--- src/rtl/core/rfit_pkg.sv ---
// ----------------------------------------------------------------------------
// rfit_pkg
// Shared constants, types and helpers of the receive ring buffer with idle
// timeout.
// ----------------------------------------------------------------------------
package rfit_pkg;

  // Buffer geometry.
  localparam int unsigned DEPTH = 256;
  localparam int unsigned PTR_W = $clog2(DEPTH);
  // Width used to compare the fill count against the 8-bit near-full level.
  localparam int unsigned CMP_W = (PTR_W > 8) ? PTR_W : 8;

  localparam int unsigned DATA_W = 8;
  localparam int unsigned CFG_IDX_W = 1;
  localparam int unsigned CFG_DATA_W = 8;

  // Configuration register indexes.
  localparam logic [CFG_IDX_W-1:0] REG_IDLE_LIMIT = 1'd0;
  localparam logic [CFG_IDX_W-1:0] REG_NEAR_FULL  = 1'd1;

  // Reset values of the configuration registers.
  localparam logic [7:0] IDLE_LIMIT_RST = 8'd10;
  localparam logic [7:0] NEAR_FULL_RST  = 8'd192;

  // Idle counter value at which the timer stops on its own.
  localparam logic [7:0] IDLE_STOP = 8'hFF;
  // Largest fill count that the result can report.
  localparam logic [7:0] FILL_MAX = 8'hFF;

  // Item kinds.
  typedef enum logic [1:0] {
    KIND_RX   = 2'd0,
    KIND_TICK = 2'd1,
    KIND_POP  = 2'd2
  } kind_e;

  // Notify causes.
  localparam logic CAUSE_NEAR_FULL = 1'b0;
  localparam logic CAUSE_IDLE      = 1'b1;

  typedef logic [PTR_W-1:0] ptr_t;

  // Next ring position, wrapping at DEPTH.
  function automatic ptr_t ptr_adv(input ptr_t p);
    ptr_t r;
    if (p == PTR_W'(DEPTH - 1)) begin
      r = '0;
    end else begin
      r = p + PTR_W'(1);
    end
    return r;
  endfunction

  // Number of bytes between the read and write positions.
  function automatic ptr_t ptr_fill(input ptr_t w, input ptr_t r);
    ptr_t f;
    if (w < r) begin
      f = PTR_W'({1'b0, w} + (PTR_W + 1)'(DEPTH) - {1'b0, r});
    end else begin
      f = w - r;
    end
    return f;
  endfunction

endpackage

--- src/rtl/core/rx_fifo_with_idle_timeout.sv ---
// ----------------------------------------------------------------------------
// rx_fifo_with_idle_timeout
// Receive ring buffer for a serial port with near-full and idle-timeout
// notification.
// ----------------------------------------------------------------------------
// Each word on the input channel is a received byte, an idle timer tick or a
// pop, and yields exactly one result word. The block takes one word per clock
// cycle: pointers, idle timer and flags update at the accepting edge, and a
// pop reads the byte store (a RAM with one write and one registered read
// port) at that edge, so the popped byte arrives together with the result.
// A new word is accepted while the previous result is being taken; a result
// that is not taken stalls the input. The byte store needs no clearing
// after reset, since a pop only reads entries written before.
// An overrun empties the buffer and sets a sticky overflow flag that only
// reset clears. Configuration registers should be written while idle.
module rx_fifo_with_idle_timeout (
  input  logic                           clk_i,
  input  logic                           rst_ni,
  // configuration
  input  logic                           cfg_we_i,
  input  logic [rfit_pkg::CFG_IDX_W-1:0] cfg_idx_i,
  input  logic [rfit_pkg::CFG_DATA_W-1:0] cfg_wdata_i,
  // input words
  input  logic                           in_valid_i,
  output logic                           in_ready_o,
  input  logic [1:0]                     kind_i,
  input  logic [7:0]                     rx_byte_i,
  // result words
  output logic                           out_valid_o,
  input  logic                           out_ready_i,
  output logic [7:0]                     read_data_o,
  output logic                           read_valid_o,
  output logic [7:0]                     fill_count_o,
  output logic                           overflow_o,
  output logic                           notify_o,
  output logic                           notify_cause_o
);

  import rfit_pkg::*;

  // Configuration.
  logic [7:0] idle_limit_q;
  logic [7:0] near_full_q;

  // Buffer and timer state.
  ptr_t       wr_ptr_q, wr_ptr_d;
  ptr_t       rd_ptr_q, rd_ptr_d;
  logic [7:0] idle_cnt_q, idle_cnt_d;
  logic       idle_run_q, idle_run_d;
  logic       ovf_q, ovf_d;

  // Result register.
  logic       out_valid_q;
  logic       res_valid_q, res_valid_d;
  logic [7:0] res_fill_q, res_fill_d;
  logic       res_note_q, res_note_d;
  logic       res_cause_q, res_cause_d;

  logic       in_fire;
  logic       ram_we;
  logic       ram_re;
  logic [7:0] ram_rdata;
  ptr_t       wr_next;
  ptr_t       fill;
  logic [CMP_W-1:0] fill_cmp;
  logic       overrun;

  assign in_ready_o = !out_valid_q || out_ready_i;
  assign in_fire    = in_valid_i && in_ready_o;

  assign wr_next = ptr_adv(wr_ptr_q);
  assign overrun = (wr_next == rd_ptr_q);

  always_comb begin
    wr_ptr_d    = wr_ptr_q;
    rd_ptr_d    = rd_ptr_q;
    idle_cnt_d  = idle_cnt_q;
    idle_run_d  = idle_run_q;
    ovf_d       = ovf_q;
    res_valid_d = 1'b0;
    res_note_d  = 1'b0;
    res_cause_d = CAUSE_NEAR_FULL;
    ram_we      = 1'b0;
    ram_re      = 1'b0;
    unique case (kind_e'(kind_i))
      KIND_RX: begin
        ram_we     = in_fire;
        idle_cnt_d = '0;
        idle_run_d = 1'b1;
        if (overrun) begin
          wr_ptr_d = '0;
          rd_ptr_d = '0;
          ovf_d    = 1'b1;
        end else begin
          wr_ptr_d = wr_next;
        end
      end
      KIND_TICK: begin
        if (idle_run_q) begin
          idle_cnt_d = idle_cnt_q + 8'd1;
          if (idle_cnt_d == idle_limit_q) begin
            res_note_d  = 1'b1;
            res_cause_d = CAUSE_IDLE;
            idle_run_d  = 1'b0;
          end else if (idle_cnt_d == IDLE_STOP) begin
            idle_run_d = 1'b0;
          end
        end
      end
      KIND_POP: begin
        if (wr_ptr_q != rd_ptr_q) begin
          ram_re      = in_fire;
          res_valid_d = 1'b1;
          rd_ptr_d    = ptr_adv(rd_ptr_q);
        end
      end
      default: begin
      end
    endcase

    fill     = ptr_fill(wr_ptr_d, rd_ptr_d);
    fill_cmp = CMP_W'(fill);
    // The near-full check compares the full count, before saturation.
    if ((kind_e'(kind_i) == KIND_RX) && (fill_cmp == CMP_W'(near_full_q))) begin
      res_note_d  = 1'b1;
      res_cause_d = CAUSE_NEAR_FULL;
    end
    if (fill_cmp > CMP_W'(FILL_MAX)) begin
      res_fill_d = FILL_MAX;
    end else begin
      res_fill_d = fill_cmp[7:0];
    end
  end

  always_ff @(posedge clk_i or negedge rst_ni) begin
    if (!rst_ni) begin
      idle_limit_q <= IDLE_LIMIT_RST;
      near_full_q  <= NEAR_FULL_RST;
    end else if (cfg_we_i) begin
      unique case (cfg_idx_i)
        REG_IDLE_LIMIT: idle_limit_q <= cfg_wdata_i[7:0];
        REG_NEAR_FULL:  near_full_q  <= cfg_wdata_i[7:0];
        default: begin
        end
      endcase
    end
  end

  always_ff @(posedge clk_i or negedge rst_ni) begin
    if (!rst_ni) begin
      wr_ptr_q    <= '0;
      rd_ptr_q    <= '0;
      idle_cnt_q  <= '0;
      idle_run_q  <= 1'b0;
      ovf_q       <= 1'b0;
      out_valid_q <= 1'b0;
    end else begin
      if (in_fire) begin
        wr_ptr_q   <= wr_ptr_d;
        rd_ptr_q   <= rd_ptr_d;
        idle_cnt_q <= idle_cnt_d;
        idle_run_q <= idle_run_d;
        ovf_q      <= ovf_d;
      end
      if (in_fire) begin
        out_valid_q <= 1'b1;
      end else if (out_ready_i) begin
        out_valid_q <= 1'b0;
      end
    end
  end

  always_ff @(posedge clk_i) begin
    if (in_fire) begin
      res_valid_q <= res_valid_d;
      res_fill_q  <= res_fill_d;
      res_note_q  <= res_note_d;
      res_cause_q <= res_cause_d;
    end
  end

  rfit_ram #(
    .WIDTH (DATA_W),
    .DEPTH (DEPTH)
  ) u_store (
    .clk_i   (clk_i),
    .we_i    (ram_we),
    .waddr_i (wr_ptr_q),
    .wdata_i (rx_byte_i),
    .re_i    (ram_re),
    .raddr_i (rd_ptr_q),
    .rdata_o (ram_rdata)
  );

  assign out_valid_o    = out_valid_q;
  assign read_data_o    = res_valid_q ? ram_rdata : 8'd0;
  assign read_valid_o   = res_valid_q;
  assign fill_count_o   = res_fill_q;
  // The overflow flag changes only at an accepting edge, where any waiting
  // result is taken as well, so it can be read directly from the state
  // register.
  assign overflow_o     = ovf_q;
  assign notify_o       = res_note_q;
  assign notify_cause_o = res_cause_q;

  // An overrun leaves both pointers at the start and the flag set.
  assert property (@(posedge clk_i) disable iff (!rst_ni)
    (in_fire && (kind_e'(kind_i) == KIND_RX) && overrun) |=>
      (wr_ptr_q == '0) && (rd_ptr_q == '0) && ovf_q)
    else $error("overrun did not reset the pointers");

  // The overflow flag never falls outside reset.
  assert property (@(posedge clk_i) disable iff (!rst_ni)
    ovf_q |=> ovf_q)
    else $error("overflow flag cleared");

  // The store is never written and read in the same cycle.
  assert property (@(posedge clk_i) disable iff (!rst_ni)
    !(ram_we && ram_re))
    else $error("store written and read together");

  // A successful pop never carries a notify.
  assert property (@(posedge clk_i) disable iff (!rst_ni)
    (out_valid_q && res_valid_q) |-> !res_note_q)
    else $error("pop result carries a notify");

  // An idle-timeout notify always stops the timer.
  assert property (@(posedge clk_i) disable iff (!rst_ni)
    (in_fire && res_note_d && (res_cause_d == CAUSE_IDLE)) |=> !idle_run_q)
    else $error("idle timer still running after timeout");

endmodule

--- src/rtl/core/rfit_ram.sv ---
// ----------------------------------------------------------------------------
// rfit_ram
// Generic simple dual-port RAM: one write port, one read port with a
// registered read that holds its data while no read is enabled.
// ----------------------------------------------------------------------------
module rfit_ram #(
  parameter int unsigned WIDTH = 8,
  parameter int unsigned DEPTH = 256,
  parameter int unsigned AW    = $clog2(DEPTH)
) (
  input  logic             clk_i,
  input  logic             we_i,
  input  logic [AW-1:0]    waddr_i,
  input  logic [WIDTH-1:0] wdata_i,
  input  logic             re_i,
  input  logic [AW-1:0]    raddr_i,
  output logic [WIDTH-1:0] rdata_o
);

  logic [WIDTH-1:0] mem_q [DEPTH];
  logic [WIDTH-1:0] rdata_q;

  always_ff @(posedge clk_i) begin
    if (we_i) begin
      mem_q[waddr_i] <= wdata_i;
    end
    if (re_i) begin
      rdata_q <= mem_q[raddr_i];
    end
  end

  assign rdata_o = rdata_q;

endmodule
--- config.mk ---
export PLATFORM = sky130hd
export DESIGN_NAME = rx_fifo_with_idle_timeout
export DESIGN_NICKNAME = d
export VERILOG_FILES = /design/src/rtl/core/rfit_pkg.sv /design/src/rtl/core/rx_fifo_with_idle_timeout.sv /design/src/rtl/core/rfit_ram.sv
export SDC_FILE = /design/constraint.sdc
export NUM_CORES = 2
export LEC_CHECK = 0
export ABC_AREA = 1
export BUFFER_PORTS_ARGS = -buffer_cell sky130_fd_sc_hd__buf_2
export CAP_MARGIN = 15
export CORE_AREA = 2 2 295 515
export CTS_CLUSTER_SIZE = 16
export DETAILED_ROUTE_END_ITERATION = 8
export DIE_AREA = 0 0 297 517
export PLACE_DENSITY = 0.78
export SLEW_MARGIN = 20
export SYNTH_ARGS = -nofsm -noshare
export SYNTH_HDL_FRONTEND = slang
export SYNTH_SLANG_ARGS = --single-unit
--- constraint.sdc ---
create_clock -name clk_i -period 3.4 [get_ports clk_i]
set_input_delay 0.34 -clock clk_i [delete_from_list [all_inputs] [get_ports clk_i]]
set_output_delay 0.34 -clock clk_i [all_outputs]
set_load 0.01 [all_outputs]
# Word level (Yosys, flattened, before mapping)
# Memory sizes are Yosys's and may differ from the RTL's. A register that Yosys moved wholly into a read port is not among the register bits.
# Cells that the tools add are included.
# op_classes
add_sub_neg	6
n_lt_le_gt_ge	2
n_eq_ne	10
muxes	26
bitwise	1
n_reduce_logical	12
# ops
cell	n
8-bit 2-to-1 mux	9
8-bit by 1-bit adder with 8-bit output, second input constant	4
8-bit case mux with 2 select lines	2
8-bit == test	3
8-bit == test, second input constant	3
8-bit subtractor	2
1-bit 2-to-1 mux	14
8-bit > comparator, second input constant	1
8-bit less-than comparator	1
8-bit != test	1
2-bit AND reduction	3
3-bit AND reduction	2
2-bit nonzero test	2
2-bit by 1-bit == test with 1-bit output, second input constant	1
2-bit == test, second input constant	1
1-bit logical AND	2
2-bit logical NOT	1
2-bit != test, second input constant	1
1-bit case mux with 2 select lines	1
1-bit logical NOT	1
1-bit logical OR	1
1-bit NOT	1
# word_totals
regBits	54
ramBits	2048
input_bits	24
out_inout_bits	22
word_cells	70
n_memories	1
# memory_table
memory	depth	width	read_ports	rd_clocked_by_memory_dff	write_ports	line_no	text
u_store.mem_q	256	8	1	1	1	rfit_ram.sv:20	logic [WIDTH-1:0] mem_q [DEPTH];

# Longest topological paths before layout
# depth
word_depth	10
mapped_depth	32
depth_no_buf	32

# Cells and area by module
# Synthesis repeated with hierarchy kept, for this count alone.
# unflattened
cells_unflattened	7503
hier_area_um2	87226.2
# by_module_without_submodules
mod	n_inst	cells_per_inst	area_each_um2	seq_area_each_um2
rfit_ram	1	7003	83476.3	61739.2
rx_fifo_with_idle_timeout	1	500	3749.8	1411.4

# Least setup slack after synthesis
# Ideal clock, no wire load.
# synth_timing
path_type	register to register
from	register wr_ptr_q[0]
to	register res_note_q (netlist: notify_o) (data pin)
t_arrival_ns	3.377
slack_ns	-0.107
stages_incl_launch_ff	29
n_path_buf	0
period_less_slack_ns	3.507
cell_sequence	dfrtp_1 -> inv_1 -> ha_1 -> inv_1 -> nand2_1 -> nand2_1 -> nor2_1 -> nand2_1 -> nor2_1 -> nand3_2 -> nor2_4 -> nand2_4 -> nand2_4 -> inv_1 -> nand3_1 -> o21ai_0 -> inv_1 -> ha_1 -> inv_1 -> fa_1 -> a21oi_1 -> o21ai_0 -> xor2_1 -> o21ai_0 -> a211oi_1 -> nand3_1 -> nor2_1 -> nand3_1 -> nand2_1
# synth_via
elab_chain_cells	10
word_cells_on_any_way	17
classes_between	4 x add/sub; 1 x order compare; 4 x eq/ne; 7 x mux; 1 x reduce/logical
# synth_lines
element	line_no	text
start: declaration	rx_fifo_with_idle_timeout.sv:46	ptr_t wr_ptr_q, wr_ptr_d;
start signal: assignment	rx_fifo_with_idle_timeout.sv:159	wr_ptr_q <= wr_ptr_d;
8-bit by 1-bit adder with 8-bit output or 8-bit == test (tied branches)	rfit_pkg.sv:50, rfit_pkg.sv:47	
8-bit 2-to-1 mux	rfit_pkg.sv:47	if (p == PTR_W'(DEPTH - 1)) begin
8-bit == test	rx_fifo_with_idle_timeout.sv:72	assign overrun = (wr_next == rd_ptr_q);
8-bit 2-to-1 mux	rx_fifo_with_idle_timeout.sv:90	if (overrun) begin
8-bit 2-to-1 mux	rx_fifo_with_idle_timeout.sv:85	unique case (kind_e'(kind_i))
8-bit by 1-bit adder with 8-bit output	rfit_pkg.sv:59	f = PTR_W'({1'b0, w} + (PTR_W + 1)'(DEPTH) - {1'b0, r});
8-bit subtractor	rfit_pkg.sv:59	
8-bit 2-to-1 mux (*)	rfit_pkg.sv:58	if (w < r) begin
8-bit == test (*)	rx_fifo_with_idle_timeout.sv:124	if ((kind_e'(kind_i) == KIND_RX) && (fill_cmp == CMP_W'(near_full_q))) begin
1-bit logical AND (*)	rx_fifo_with_idle_timeout.sv:124	
end signal: assignment	rx_fifo_with_idle_timeout.sv:177	res_note_q <= res_note_d;
end: declaration	rx_fifo_with_idle_timeout.sv:56	logic res_note_q, res_note_d;
# Every way passes the cells marked *; elsewhere a longest branch is shown, timed or not.
# A chain may end at the register's enable or synchronous reset.

# Worst setup path after layout
# layout_timing
from	register wr_ptr_q[0]
to	register res_note_q (netlist: notify_o) (data pin)
# layout_via
word_cells_on_any_way	17
classes_between	4 x add/sub; 1 x order compare; 4 x eq/ne; 7 x mux; 1 x reduce/logical
# layout_lines
element	line_no	text
8-bit by 1-bit adder with 8-bit output or 8-bit == test (tied branches)	rfit_pkg.sv:50, rfit_pkg.sv:47	
8-bit 2-to-1 mux	rfit_pkg.sv:47	
8-bit == test	rx_fifo_with_idle_timeout.sv:72	
8-bit 2-to-1 mux	rx_fifo_with_idle_timeout.sv:90	
8-bit case mux with 2 select lines (*)	rx_fifo_with_idle_timeout.sv:85	
named net rd_ptr_d[0]	rx_fifo_with_idle_timeout.sv:47	ptr_t rd_ptr_q, rd_ptr_d;
8-bit subtractor, or another cell as far along	rfit_pkg.sv:61	f = w - r;
8-bit 2-to-1 mux (*)	rfit_pkg.sv:58	
named net fill[1]	rx_fifo_with_idle_timeout.sv:64	ptr_t fill;
8-bit == test (*)	rx_fifo_with_idle_timeout.sv:124	
1-bit logical AND (*)	rx_fifo_with_idle_timeout.sv:124	
# The timed path passes the listed nets; every way through them passes the cells marked *.

==> impl_metrics.tcl <==
set metrics [dict create \
    outcome "finished, violations left" \
    violations "setup timing" \
    syn_to_final_growth_pct 14.8 \
    finalHoldViolations 0 \
    htree_num_levels 4 \
    drive_gt1_share_pct 14.5 \
    crit_arrival_ns 4.37 \
    synth.area.top_cells "edfxtp_1, o21ai_0, nor2_1" \
    cts_tree "done" \
    holdWs_ns 0.0749 \
    hold_depth 1 \
    stdcell_area_mm2 0.0972 \
    clk_pin_slew_worst_paths_ns 0.08 \
    rows 188 \
    drv_cap 0 \
    finalCritPeriodShare_pct 108 \
    synth_top_cell_by_area "edfxtp_1" \
    routed_wl_um 256000 \
    rr_worst_depth 25 \
    synth_top_area_share_pct 73.3 \
    yosysWarnings 0 \
    fmax_mhz 272 \
    crit_fanout 4 \
    syn_area_mm2 0.0847 \
    swShare_pct 33.0 \
    ir_worst_vdd_uv 459 \
    power.share.clock_pct 28.5 \
    hpwl_um 144000 \
    setup_viol 5 \
    gp_congestion 0.972 \
    grt_overflow 0 \
    final_nets 7024 \
    firstDrtPassIters 8 \
    worst_ep_required_time_ns 4.09 \
    drc 0 \
    die_area_mm2 0.154 \
    via_per_inst 6.64 \
    synthFlopType "edfxtp_1" \
    port-buffer-count 45 \
    numCtsBuffers 175 \
    die_y_um 517 \
    min_from "rx_byte_i[5]" \
    final.setup_skew_ns 0.0544 \
    combPwrFrac_pct 28.8 \
    place_area_mm2 0.0908 \
    finalNonFillerCells 9107 \
    setup_ws_ns -0.283 \
    p_per_area_mw_per_mm2 697 \
    netlist_instances 6585 \
    antenna_found_initial 5 \
    grtUsageTotal_pct 31.7 \
    synth.net_count 6624 \
    totalPowerFinal_mw 67.8 \
    pin_count 46 \
    wl_per_cell_um 28.1 \
    die_x_um 297 \
    hold_class "input port to flip-flop" \
    synth_edf_count 2067 \
    r2r-start "wr_ptr_q[0]" \
    clock_sinks 2110 \
    core-area_mm2 0.150 \
    fin_crit_ns 3.68 \
    grt_max_degree 144 \
    syn_area_per_cell_um2 12.9 \
    clk_path_buf_depth 4 \
    pwr-share-seq_pct 42.8 \
    synthDistinctLibCells 50 \
    tightest_slew_ns 0.965 \
    slew_violations 0 \
    dp_cells 8770 \
    ys_ff_latch 2110 \
    drtIter0Drc 9152 \
    grt_pass1_vias 58600 \
    vias 60500 \
    crit_path_end_kind "flip-flop" \
    grt_pass1_wl_um 365000 \
    hold_end "u_store.mem_q[56][5]" \
    dpl_worst_slack_ns -0.534 \
    final_antenna_net_count 0 \
    leakagePower_nw 32.5 \
    internal_power_mw 45.4 \
    rsz0062_at_grt "yes" \
    start_kind "flip-flop" \
    rrSetupSlack_ns -0.28 \
    p_switching_mw 22.3 \
    cts-root-buf "clkbuf_16" \
    worstSetupPathType "flip-flop to flip-flop" \
    start_util_pct 56.6 \
    ys_seq_area_share_pct 74.6 \
    slew_headroom_pct 35.7 \
    synth_async_sr_flop_share_pct 2.04 \
    worst_r2r_endpoint "notify_o" \
    clk_latency_ns 0.84 \
]
==> what timing repair did <==
item	in CTS	in global routing
endpoints found under the hold margin	50	0
setup endpoints to repair	13	12
gates resized for setup	47	70
hold buffers	11	0
cloned	7	12
pin swaps	17	12
buffers inserted	3	0
==> critical path: stages, from the launching register on <==
cell and delay, ns:
dfrtp_2 0.45, ha_4 0.19, or2_1 0.24, nand2_1 0.09, nand2_1 0.06, nand2_1 0.08
nor2_2 0.04, nand3_2 0.08, nor2_4 0.04, nand2_4 0.06, nand2_4 0.05, buf_6 0.12
a22oi_2 0.21, ha_1 0.22, inv_2 0.05, fa_2 0.54, inv_1 0.06, a21oi_2 0.11
o2111ai_1 0.10, nor2_1 0.10, o21ai_1 0.08, a211oi_2 0.16, nand3_1 0.11, nor2_2 0.14
nand3_1 0.10, nand2_1 0.06
==> synth_stat cells, types with 23 or more instances <==
master	count
mux2i_1	76
nand3_1	52
o221ai_1	46
nor2_1	1516
o22ai_1	580
o32ai_1	23
a21oi_1	60
buf_2	99
inv_1	78
dfrtp_1	39
nand2_1	192
edfxtp_1	2067
clkbuf_1	358
o21ai_0	1223
==> worst max-delay path by stage <==
stage | end | startpoint | depth (start not counted)
2_1_floorplan | notify_o | wr_ptr_q[0] | 25
3_3_place_gp | notify_o | wr_ptr_q[1] | 23
6_report | notify_o | wr_ptr_q[0] | 25
5_1_grt | notify_o | wr_ptr_q[1] | 29
3_5_place_dp | notify_o | wr_ptr_q[1] | 22
4_1_cts | notify_o | wr_ptr_q[0] | 25
==> sequential cells by signal, summed over array words and instances (netlist names) <==
| register | count |
|---|---|
| u_store.mem_q | 2048 |
| fill_count_o | 8 |
| idle_cnt_q | 8 |
| idle_limit_q | 8 |
| near_full_q | 8 |
| rd_ptr_q | 8 |
| u_store.rdata_o | 8 |
| wr_ptr_q | 8 |
| idle_run_q | 1 |
| notify_cause_o | 1 |
| notify_o | 1 |
| out_valid_o | 1 |
| overflow_o | 1 |
| read_valid_o | 1 |
==> cell type report <==
cell class / instances / area [um^2]
Inverter: 88 / 358
Antenna cell: 6 / 15.0
Timing Repair Buffer: 708 / 6360
Multi-Input combinational cell: 3902 / 19600
Tap cell: 1995 / 2500
Clock inverter: 77 / 592
Clock buffer: 221 / 4670
Sequential cell: 2110 / 63200
Fill cell: 10100 / 52400
==> cell families (layout without fill, tap and decap cells) <==
logic type | after synthesis | after routing | share of synthesized area [%]
muxes | 76 | 76 | 0.898
xor gates and xnor gates | 18 | 18 | 0.186
and+or+nand+nor | 1814 | 1814 | 8.39
buffers and inverters | 573 | 1094 | 2.73
AOI/OAI and AO/OA | 1979 | 1979 | 13.0
DFF | 2110 | 2110 | 74.6
other | 0 | 6 | 0
adders and majority gates | 15 | 15 | 0.230
==> layer usage <==
layer / track usage [%] / vias up / part of all wire (%)
met3: 5.97 / 1178 / 11
li1: - / 25200 / -
met5: 0 / - / 0.034
met2: 52.9 / 4883 / 49
met4: 25.6 / 12 / 9.3
met1: 35.9 / 29200 / 31
==> cell usage in the layout (no fill, tap or decap), types with 6 or more instances in the layout <==
cell type      count
inv_1             69
nand2_2           11
clkbuf_8           8
edfxtp_1        2067
buf_2             37
buf_6              8
nor2_1          1511
nand4_1           14
o21ai_2            7
ha_1              11
o22ai_1          577
clkinv_2          22
inv_2             11
o21ai_1           11
nand3_2           17
buf_16            16
xor2_1            13
buf_4            580
o311ai_0          15
o21ai_0         1211
diode_2            6
dlygate4sd3_1     11
a21oi_1           53
buf_12            28
nand2_4            9
clkbuf_1          40
o221ai_1          45
clkinv_1          42
bufinv_16          9
dfrtp_1           31
mux2i_1           76
clkbuf_16        192
nand3_1           41
o32ai_1           21
nand2_1          184
a21oi_2            6
==> power by group through the flow <==
stage | logic [mW] | registers, mW | clock network [mW]
final | 19.5 | 29.0 | 19.3
after global routing | 20.4 | 29.0 | 20.1
after CTS | 18.0 | 29.0 | 19.3
after detailed placement | 17.3 | 29.6 | 0
after global placement | 16.8 | 29.5 | 0
after floorplan | 9.45 | 29.5 | 0
==> per-stage QoR <==
stage / TNS, ns / utilization, %
2_1_floorplan: -0.0176 / -
3_3_place_gp: -2.71 / 60.7
3_5_place_dp: -3.80 / 60.7
4_1_cts: -0.709 / 64.6
5_1_grt: -1.15 / 65.0
6_report: -0.489 / 65.0
(Power assumes the default switching activity.)
